<file path="config.mk">
export PLATFORM = sky130hd
export DESIGN_NAME = rdr_ctrl
export DESIGN_NICKNAME = d
export VERILOG_FILES = /design/src/hdl/rdr_pkg.sv /design/src/hdl/rdr_ctrl.sv
export VERILOG_INCLUDE_DIRS = /design/src /design/src/hdl
export SDC_FILE = /design/constraint.sdc
export NUM_CORES = 1
export LEC_CHECK = 0
export BUFFER_PORTS_ARGS = -buffer_cell sky130_fd_sc_hd__buf_2
export CELL_PAD_IN_SITES_DETAIL_PLACEMENT = 1
export CELL_PAD_IN_SITES_GLOBAL_PLACEMENT = 2
export CORE_MARGIN = 3
export CORE_UTILIZATION = 32
export CTS_BUF_LIST = sky130_fd_sc_hd__clkbuf_8
export DETAILED_ROUTE_END_ITERATION = 12
export PLACE_DENSITY = 0.84
export SETUP_SLACK_MARGIN = 0.05
export SYNTH_ARGS = -nofsm -noshare
export SYNTH_HDL_FRONTEND = slang
export SYNTH_SLANG_ARGS = --single-unit
</file>
<file path="constraint.sdc">
create_clock -name clk -period 2.05 [get_ports clk]
set_clock_uncertainty 0.15 [all_clocks]
set_input_delay 0.1025 -clock clk [delete_from_list [all_inputs] [get_ports clk]]
set_output_delay 0.1025 -clock clk [all_outputs]
set_load 0.02 [all_outputs]
</file>
<file path="src/hdl/radial_distance_remap_macros.svh">
// ---------------------------------------------------------------------------
// radial distance remap assertion macros
// shared concurrent property helpers for the remap block
// ---------------------------------------------------------------------------
`ifndef RADIAL_DISTANCE_REMAP_MACROS_SVH
`define RADIAL_DISTANCE_REMAP_MACROS_SVH

// same-cycle implication under reset
`define RDR_ASSERT_NOW(label, clk, rst_n, ante, cons) \
	label: assert property (@(posedge clk) disable iff (!rst_n) (ante) |-> (cons)) \
		else $error("rdr assertion failed");

// next-cycle implication under reset
`define RDR_ASSERT_NEXT(label, clk, rst_n, ante, cons) \
	label: assert property (@(posedge clk) disable iff (!rst_n) (ante) |=> (cons)) \
		else $error("rdr assertion failed");

`endif

</file>
<file path="src/hdl/rdr_pkg.sv">
// ---------------------------------------------------------------------------
// rdr_pkg
// shared types, constants and the root lookup for the radial remapper
// ---------------------------------------------------------------------------
package rdr_pkg;

	localparam int MAX_WIDTH   = 2048;
	localparam int MAX_HEIGHT  = 2048;
	localparam int TABLE_DEPTH = 2048;
	localparam int TAB_AW      = $clog2(TABLE_DEPTH);

	// item actions
	localparam logic [1:0] ACT_LOAD  = 2'd0;
	localparam logic [1:0] ACT_COORD = 2'd1;
	localparam logic [1:0] ACT_TEXEL = 2'd2;

	// register indexes
	localparam logic [1:0] REG_WIDTH    = 2'd0;
	localparam logic [1:0] REG_HEIGHT   = 2'd1;
	localparam logic [1:0] REG_BILINEAR = 2'd2;
	localparam logic [1:0] REG_BLEND    = 2'd3;

	// result kinds
	localparam logic KIND_COORD = 1'b0;
	localparam logic KIND_PIXEL = 1'b1;

	typedef enum logic [7:0] {
		ST_IDLE = 8'b0000_0001,
		ST_ROW  = 8'b0000_0010,
		ST_RAD  = 8'b0000_0100,
		ST_LOOK = 8'b0000_1000,
		ST_MUL  = 8'b0001_0000,
		ST_CORD = 8'b0010_0000,
		ST_TEX1 = 8'b0100_0000,
		ST_TEX2 = 8'b1000_0000
	} state_t;

	typedef struct packed {
		logic accept;
		logic row;
		logic rad;
		logic look;
		logic mul;
		logic coord_out;
		logic tex_mul;
		logic tex_out;
	} cmd_t;

	typedef struct packed {
		logic out_block;
	} status_t;

	localparam logic [7:0] ROOT_LUT [256] = '{
		8'd0, 8'd16, 8'd22, 8'd27, 8'd32, 8'd35, 8'd39, 8'd42, 8'd45, 8'd48, 8'd50, 8'd53,
		8'd55, 8'd57, 8'd59, 8'd61, 8'd64, 8'd65, 8'd67, 8'd69, 8'd71, 8'd73, 8'd75, 8'd76,
		8'd78, 8'd80, 8'd81, 8'd83, 8'd84, 8'd86, 8'd87, 8'd89, 8'd90, 8'd91, 8'd93, 8'd94,
		8'd96, 8'd97, 8'd98, 8'd99, 8'd101, 8'd102, 8'd103, 8'd104, 8'd106, 8'd107, 8'd108,
		8'd109, 8'd110, 8'd112, 8'd113, 8'd114, 8'd115, 8'd116, 8'd117, 8'd118, 8'd119,
		8'd120, 8'd121, 8'd122, 8'd123, 8'd124, 8'd125, 8'd126, 8'd128, 8'd128, 8'd129,
		8'd130, 8'd131, 8'd132, 8'd133, 8'd134, 8'd135, 8'd136, 8'd137, 8'd138, 8'd139,
		8'd140, 8'd141, 8'd142, 8'd143, 8'd144, 8'd144, 8'd145, 8'd146, 8'd147, 8'd148,
		8'd149, 8'd150, 8'd150, 8'd151, 8'd152, 8'd153, 8'd154, 8'd155, 8'd155, 8'd156,
		8'd157, 8'd158, 8'd159, 8'd160, 8'd160, 8'd161, 8'd162, 8'd163, 8'd163, 8'd164,
		8'd165, 8'd166, 8'd167, 8'd167, 8'd168, 8'd169, 8'd170, 8'd170, 8'd171, 8'd172,
		8'd173, 8'd173, 8'd174, 8'd175, 8'd176, 8'd176, 8'd177, 8'd178, 8'd178, 8'd179,
		8'd180, 8'd181, 8'd181, 8'd182, 8'd183, 8'd183, 8'd184, 8'd185, 8'd185, 8'd186,
		8'd187, 8'd187, 8'd188, 8'd189, 8'd189, 8'd190, 8'd191, 8'd192, 8'd192, 8'd193,
		8'd193, 8'd194, 8'd195, 8'd195, 8'd196, 8'd197, 8'd197, 8'd198, 8'd199, 8'd199,
		8'd200, 8'd201, 8'd201, 8'd202, 8'd203, 8'd203, 8'd204, 8'd204, 8'd205, 8'd206,
		8'd206, 8'd207, 8'd208, 8'd208, 8'd209, 8'd209, 8'd210, 8'd211, 8'd211, 8'd212,
		8'd212, 8'd213, 8'd214, 8'd214, 8'd215, 8'd215, 8'd216, 8'd217, 8'd217, 8'd218,
		8'd218, 8'd219, 8'd219, 8'd220, 8'd221, 8'd221, 8'd222, 8'd222, 8'd223, 8'd224,
		8'd224, 8'd225, 8'd225, 8'd226, 8'd226, 8'd227, 8'd227, 8'd228, 8'd229, 8'd229,
		8'd230, 8'd230, 8'd231, 8'd231, 8'd232, 8'd232, 8'd233, 8'd234, 8'd234, 8'd235,
		8'd235, 8'd236, 8'd236, 8'd237, 8'd237, 8'd238, 8'd238, 8'd239, 8'd240, 8'd240,
		8'd241, 8'd241, 8'd242, 8'd242, 8'd243, 8'd243, 8'd244, 8'd244, 8'd245, 8'd245,
		8'd246, 8'd246, 8'd247, 8'd247, 8'd248, 8'd248, 8'd249, 8'd249, 8'd250, 8'd250,
		8'd251, 8'd251, 8'd252, 8'd252, 8'd253, 8'd253, 8'd254, 8'd254, 8'd255
	};

	// approximate square root of a 23-bit radius term, result up to 2880
	function automatic logic [11:0] approx_root(input logic [22:0] n);
		logic [3:0]  k;
		logic [22:0] sh;
		logic [7:0]  idx;
		logic [15:0] val;
		k = 4'd0;
		sh = '0;
		idx = '0;
		val = '0;
		if (n >= 23'd64) begin
			// exponent: count of octave thresholds passed
			for (int i = 0; i < 8; i++) begin
				if (n >= (23'd256 << (2 * i)))
					k = k + 4'd1;
			end
			sh = n >> {k, 1'b0};
			idx = sh[7:0];
			val = (16'(ROOT_LUT[idx]) << k) >> 4;
		end else if (n >= 23'd16) begin
			val = 16'(ROOT_LUT[{n[5:0], 2'b00}] >> 5);
		end else if (n >= 23'd4) begin
			val = 16'(ROOT_LUT[{n[3:0], 4'b0000}] >> 6);
		end else begin
			val = 16'(ROOT_LUT[{n[1:0], 6'b000000}] >> 7);
		end
		return val[11:0];
	endfunction

endpackage

</file>
<file path="src/hdl/rdr_ctrl.sv">
// ---------------------------------------------------------------------------
// rdr_ctrl
// sequencer for the remapper: steps one item at a time through the datapath
// ---------------------------------------------------------------------------
`include "radial_distance_remap_macros.svh"

module rdr_ctrl (
	input  logic             clk,
	input  logic             arst_n,
	input  logic             in_valid,
	input  logic [1:0]       action,
	output logic             in_stall,
	input  rdr_pkg::status_t status,
	output rdr_pkg::cmd_t    cmd
);
	import rdr_pkg::*;

	state_t state_q, state_d;
	logic   accept;

	assign in_stall = (state_q != ST_IDLE);
	assign accept = in_valid && (state_q == ST_IDLE);

	// next state
	always_comb begin
		state_d = state_q;
		case (state_q)
			ST_IDLE: begin
				if (accept && action == ACT_COORD)
					state_d = ST_ROW;
				else if (accept && action == ACT_TEXEL)
					state_d = ST_TEX1;
			end
			ST_ROW:  state_d = ST_RAD;
			ST_RAD:  state_d = ST_LOOK;
			ST_LOOK: state_d = ST_MUL;
			ST_MUL:  state_d = ST_CORD;
			ST_CORD: begin
				if (!status.out_block)
					state_d = ST_IDLE;
			end
			ST_TEX1: state_d = ST_TEX2;
			ST_TEX2: begin
				if (!status.out_block)
					state_d = ST_IDLE;
			end
			default: state_d = ST_IDLE;
		endcase
	end

	always_ff @(posedge clk or negedge arst_n) begin
		if (!arst_n)
			state_q <= ST_IDLE;
		else
			state_q <= state_d;
	end

	// datapath commands
	always_comb begin
		cmd = '0;
		cmd.accept    = accept;
		cmd.row       = (state_q == ST_ROW);
		cmd.rad       = (state_q == ST_RAD);
		cmd.look      = (state_q == ST_LOOK);
		cmd.mul       = (state_q == ST_MUL);
		cmd.coord_out = (state_q == ST_CORD) && !status.out_block;
		cmd.tex_mul   = (state_q == ST_TEX1);
		cmd.tex_out   = (state_q == ST_TEX2) && !status.out_block;
	end

	`RDR_ASSERT_NEXT(a_coord_start, clk, arst_n, accept && action == ACT_COORD, state_q == ST_ROW)
	`RDR_ASSERT_NOW(a_out_free, clk, arst_n, cmd.coord_out || cmd.tex_out, !status.out_block)
	`RDR_ASSERT_NEXT(a_mul_after_look, clk, arst_n, state_q == ST_LOOK, state_q == ST_MUL)
endmodule

</file>
Word level (Yosys, flattened, before mapping)
Index checks and enable logic that the tools add are counted.
{ "op_classes": {"n_eq_ne": 13, "n_mux": 4, "n_reduce_logical": 8} }
{ "op_table": {"columns": ["op", "n"], "rows": [
  ["$pmux 8 s7", 1],
  ["$mux 8", 3],
  ["$eq 8x1->1 const B", 1],
  ["$eq 8x2->1 const B", 1],
  ["$eq 8x3->1 const B", 1],
  ["$eq 8x4->1 const B", 1],
  ["$eq 8x5->1 const B", 1],
  ["$eq 8x6->1 const B", 1],
  ["$eq 8x7->1 const B", 1],
  ["$eq 8x8->1 const B", 1],
  ["$ne 8x1->1 const B", 1],
  ["$logic_and 1x1->1", 5],
  ["$ne 3x1->1 const B", 1],
  ["$eq 2x1->1 const B", 1],
  ["$eq 2x2->1 const B", 1],
  ["$ne 2x2->1 const B", 1],
  ["$reduce_and 2->1", 1],
  ["$reduce_or 2->1", 1],
  ["$logic_not 1->1", 1]
]} }
{ "word_totals": {"register_bits": 8, "input_bits": 6, "output_inout_bits": 9, "elab_cells": 26} }

Longest topological paths before layout
Gate-level depths: netlist of the first run.
{ "logic_depth": {"ltp_word": 6, "depth_mapped": 5, "ltp_nobuf": 4} }

Least setup slack after synthesis of the first run
Ideal clock, no wire load.
{ "synth_timing": {"path_type": "register to output", "start": "register state_q[5]", "end": "output port cmd[4] in the netlist's numbering", "arrival_time_ps": 1737, "required_ps": 1798, "path_slack_ps": 60, "stages_incl_launch_ff": 4, "path_buffers": 0, "path_cell_list": "dfrtp_1 or4_4 or3_4 nor3b_2"} }
{ "synth_rtl": {"columns": ["item", "line_no", "source"], "rows": [
  ["from (decl)", "rdr_ctrl.sv:18", "state_t state_q, state_d;"],
  ["from (signal assigned)", "rdr_ctrl.sv:55", "state_q <= state_d;"],
  ["to (decl)", "rdr_ctrl.sv:14", "output rdr_pkg::cmd_t cmd"]
]} }

==> impl_metrics.toml, run 1 <==
[power]
powerDensity_mw_per_mm2 = 1002
p_leak_nw = 0.4379
peakVddDrop_uv = 595.8

[drt]
wire_per_inst_um = 16.00
drt_first_pass_iters = 3
wirelength_um = 1792
viasPerCell = 5.179
drt_iter0_drc = 3
remaining_drc_errors = 0
ant_nets = 0
vias = 580

[placement]
dp_hpwl_um = 1244
pre_cts_ws_ns = 0.07291
place_congestion = 0.8720
port-buffer-count = 14
place_area_um2 = 705.7
dpl.cell_count = 100

[critical_path]
path_buf_inv = 1
r2r-start = "state_q[4]"
setup.worst_path.class = "register to output port"
crit_family = "simple AND/OR/NAND/NOR gates"
slowest_delay_ns = 0.55
endpoint_kind = "output port"
worstSetupStartpoint = "state_q[4]"
arrival_ns = 1.89
cp-start-kind = "register"
cp_max_fo = 3
cp_slowest_cell = "or4_4"
cp.required_ns = 1.80
path_cells = "or4_4 > or3_4 > nor3b_2 > buf_4"

[status]
violations = "negative setup slack"
outcome = "finished with violations"

[final_layout]
antenna_cells = 0
design_area_um2 = 869.6
drive_above_1_share_pct = 56.82
layout.nets = 95
syn_to_final_growth_pct = 52.08
fin_cells = 112
largest_register_ffs = 8
largestRegisters = "state_q: 8 flops"
n_fill_cell = 180
regMostFlops = "state_q"
post-route-util_pct = 54.55

[global_route]
grt_pass1_wl_um = 2829
met2_usage_pct = 32.03
grt.busiest_layer = "met2"
use_met3_pct = 4.428
antenna_found_initial = 0
grt_usage_pct = 19.03
grt_pass1_vias = 579
grt_max_degree = 9
grtUsageMet1_pct = 21.22
grt-ovfl-total = 0

[yosys]
synth_top_area_share_pct = 30.63
yosysMostFrequentCell = "nor2_1"
synth_nets = 64
ys_seq_area_share_pct = 35.23
synth_common_cells = "nor2_1 (11), dfrtp_1 (7), nor3b_2 (4), buf_2 (3), nand3_1 (3)"
yosysWarnings = 0
avgSynthCellArea_um2 = 9.859
synthFlopType = "dfrtp_1"
synth_edf_count = 0
ys_seq_elements = 8
yosysTopAreaCell = "dfrtp_1"
synthCells = 58
synth.area.top_cells = "dfrtp_1 (31%), nor3b_2 (8.8%), nor2_1 (7.2%)"
mappedNetlistArea_um2 = 571.8
async_flop_share_pct = 100.0
ys_types = 30

[hold_path]
hp-class = "primary input to register"
hold_start = "action[1]"

[clock_tree]
cts_max_path_buffers = 2
insertion_delay_ns = 0.24
cts_sinks = 8
cts_tree = "yes"
ctsHtreeMaxLevel = 1
cts_inserted_buffers = 3
clkTransAtPathRegs_ns = 0.05
cts_root_buffer = "clkbuf_8"

[floorplanning]
dieArea_mm2 = 0.002330
die_x_um = 48.27
core_mm2 = 0.001594
rows = 14
num_io_pins = 15
initial_core_util_pct = 35.87
fp.dieH_um = 48.27

[timing]
max_freq_mhz = 466.5
relSlewSlack_pct = 76.94
finalSetupViolations = 2
rsz0062_at_grt = "yes"
setup_slack_ns = -0.09356
min_period_ns = 2.144
hold_violations = 0
slew_viol_final = 0
finalCritPeriodShare_pct = 104.6
tightestPinTransition_ns = 0.3411
timing.hold.ws_ns = 0.006519

[flow_run]
drv_cap = 0
[worst register-to-register path, cell delays in order (launching register included)]
cell and delay (ns):
dfrtp_1 0.37, or4_4 0.55, buf_4 0.17, nor4_4 0.25, a21oi_2 0.10, a21o_1 0.20
[layer usage]
metal | vias to the layer above | wire [µm] | share of wire [%]
li1 | 271 | - | -
met1 | 285 | 748 | 42
met2 | 20 | 917 | 51
met3 | 4 | 78 | 4.4
met4 | 0 | 47 | 2.6
met5 | - | 0 | 0
[per-stage QoR]
step / setup TNS [ns] / power, mW
6_report: -0.1744 / 0.8717
5_1_grt: -0.2703 / 0.9228
3_5_place_dp: 0 / 0.5497
2_1_floorplan: 0 / 0.4543
4_1_cts: -0.2296 / 0.8252
3_3_place_gp: 0 / 0.5391
[repair_timing]
item	4_1_cts	5_1_grt
endpoints found under the hold margin	9	0
gates resized for setup	6	10
endpoints found under the setup margin	9	10
hold buffers	2	0
setup buffers	6	0
pin swaps	5	9
[final cells by class]
| cell class | count | area [µm²] | area share (%) |
|---|---|---|---|
| clock inverters | 1 | 3.754 | 0.4317 |
| flip-flops and latches | 8 | 202.7 | 23.31 |
| well taps | 24 | 30.03 | 3.453 |
| clock buffers | 3 | 41.29 | 4.748 |
| multi-input cells | 44 | 365.4 | 42.01 |
| inverters | 1 | 3.754 | 0.4317 |
| repair buffers | 31 | 222.7 | 25.61 |
[report_power, final]
part / switching, mW / internal [mW]
clock: 0.0703 / 0.130
combinational: 0.244 / 0.228
sequential: 0.0151 / 0.184
total: 0.329 / 0.542
[placed cells by master (no fill, tap or decap), drive strengths merged]
cell type,netlist,routed
buf,5,29
nor2,11,11
dfrtp,7,7
nor3b,4,4
nand3,3,3
clkbuf,0,3
and4b,3,3
nor4,3,3
or4,2,2
inv,1,2
xor2,2,2
a21o,2,2
dlygate4sd3,0,2
and3,2,2
a21oi,2,2
or3,1,1
or4b,1,1
nor4b,1,1
nand3b,1,1
nand4,1,1
nand2,1,1
xnor2,1,1
nor3,1,1
a221oi,1,1
o21ba,1,1
dfstp,1,1
[cell families after synthesis]
logic type	share of synthesized area [%]
simple gates	45.29
xor+xnor	4.596
compound gates	8.314
flops	35.23
buf+inv	6.564
[worst paths after layout]
check	end	slack [ns]	cells past startpoint
max	cmd[4]	-0.09	4
min reg2reg	state_q[2]	0.48	2
max in group asynchronous	state_q[0]	1.40	2
max reg2reg	state_q[5]	0.14	5
min in group asynchronous	state_q[6]	0.10	2
min	state_q[1]	0.007	3
(Power assumes the default switching activity.)
==> run 2: changes to the inputs <==
- CORE_MARGIN: 3 -> 1
- SKIP_LAST_GASP: not set -> 1
- SLEW_MARGIN: not set -> 20
==> run 2 against run 1 <==
Compared with the run above:
- maximum frequency is 0.18% lower
- the run still ends with negative setup slack left
- power is 0.85% higher
- critical endpoint unchanged
- setup slack worse by 0.0039 ns
- global-route usage is 0.31 points higher
==> impl_metrics.toml, run 2 (synthesis gave the netlist of run 1 again) <==
[status]
outcome = "finished with violations"
violations = "negative setup slack"

[global_route]
grt_pass1_vias = 574
antenna_found_initial = 0
grt_pass1_wl_um = 2684
grt_max_degree = 9
grt_usage_pct = 19.34
grt-ovfl-total = 0

[final_layout]
final_common_cell = "buf_4"
fin_cells = 113
post-route-util_pct = 55.34
final_cell_mix = "buf_4 (19), nor2_1 (8), buf_2 (8)"
largest_register_ffs = 8
layout.nets = 96
design_area_um2 = 882.1
largestRegisters = "state_q: 8 flops"
regMostFlops = "state_q"
drive_above_1_share_pct = 57.30
antenna_cells = 0
syn_to_final_growth_pct = 54.27

[clock_tree]
cts_root_buffer = "clkbuf_8"
ctsHtreeMaxLevel = 1
cts_max_path_buffers = 2
clkTransAtPathRegs_ns = 0.04
cts_inserted_buffers = 3
cts_sinks = 8
insertion_delay_ns = 0.23
cts_tree = "yes"

[critical_path]
endpoint_kind = "output port"
rr_worst_depth = 6
cp_max_fo = 3
setup.worst_path.class = "register to output port"
arrival_ns = 1.89
cp-start-kind = "register"
cp.required_ns = 1.80

[drt]
wl_met3_um = 96
remaining_drc_errors = 0
ant_nets = 0
wirelength_um = 1730
top_layer = "met4"
drt_first_pass_iters = 4
vias = 575
m1WireLength_um = 708
wire_per_inst_um = 15.31
viasPerCell = 5.088
drt_iter0_drc = 3
met2WireLength_um = 876

[timing]
relSlewSlack_pct = 73.80
setup_tns_ns = -0.1520
slew_viol_final = 0
rsz0062_at_grt = "yes"
timing.hold.ws_ns = 0.005360
min_period_ns = 2.147
hold_violations = 0
tightestPinTransition_ns = 0.3894
setup_slack_ns = -0.09744
max_freq_mhz = 465.7
finalSetupViolations = 4
finalCritPeriodShare_pct = 104.8

[flow_run]
drv_cap = 0

[placement]
port-buffer-count = 14
dpl.cell_count = 99
dp_hpwl_um = 1167
place_congestion = 0.8547
place_area_um2 = 698.2

[floorplanning]
initial_core_util_pct = 35.87
fp.dieH_um = 44.27
num_io_pins = 15
die_x_um = 44.27
rows = 14
core_mm2 = 0.001594
dieArea_mm2 = 0.001960

[hold_path]
whs_path_depth = 3
hp-class = "primary input to register"

[power]
peakVddDrop_uv = 524.5
p_leak_nw = 0.4410
powerDensity_mw_per_mm2 = 996.6
-- run 2: stage by stage --
| step | total power [mW] | setup WS [ns] |
|---|---|---|
| floorplan | 0.4543 | 0.06040 |
| finish | 0.8791 | -0.09744 |
| CTS | 0.7764 | -0.09123 |
| detailed placement | 0.5392 | 0.09874 |
| global route | 0.9312 | -0.1579 |
| global placement | 0.5310 | 0.1400 |
-- run 2: timing repair --
action / 4_1_cts / 5_1_grt
hold buffers: 2 / 0
gates resized for setup: 7 / 12
pin swaps: 3 / 6
setup endpoints to repair: 5 / 6
endpoints found under the hold margin: 9 / 0
setup buffers: 3 / 5
-- run 2: final cells by class --
type,count,area (µm²)
inverters,1,3.754
multi-input cells,44,364.1
clock buffers,3,41.29
repair buffers,32,236.5
well taps,24,30.03
fillers,181,711.9
clock inverters,1,3.754
flip-flops and latches,8,202.7
-- run 2: worst max-delay path, cell delays in order (launching register included) --
cell     delay, ns
dfrtp_1       0.37
or4_4         0.55
or3_4         0.37
nor3b_2       0.21
buf_4         0.17
-- run 2: path summary, 6_finish.rpt --
path / startpoint / endpoint / slack, ns
setup / recovery: state_q[6] / cmd[4] / -0.1
hold / removal: action[1] / state_q[1] / 0.005
setup reg to reg: state_q[6] / state_q[7] / -0.01
hold reg to reg: state_q[0] / state_q[2] / 0.47
max in group asynchronous: arst_n / state_q[0] / 1.40
min in group asynchronous: arst_n / state_q[5] / 0.11
-- run 2: where the power goes --
| part | leakage, nW | internal, mW | total, mW | switching [mW] |
|---|---|---|---|---|
| Sequential | 0.106 | 0.183 | 0.201 | 0.0172 |
| Combinational | 0.308 | 0.246 | 0.485 | 0.239 |
| Clock | 0.0269 | 0.130 | 0.193 | 0.0635 |
| Total | 0.441 | 0.559 | 0.879 | 0.320 |
-- run 2: metal layers --
metal	vias to the layer above	GRT usage (%)
met1	274	23.10
li1	275	-
met3	4	6.939
met5	-	0
met2	22	31.18
met4	0	8.485
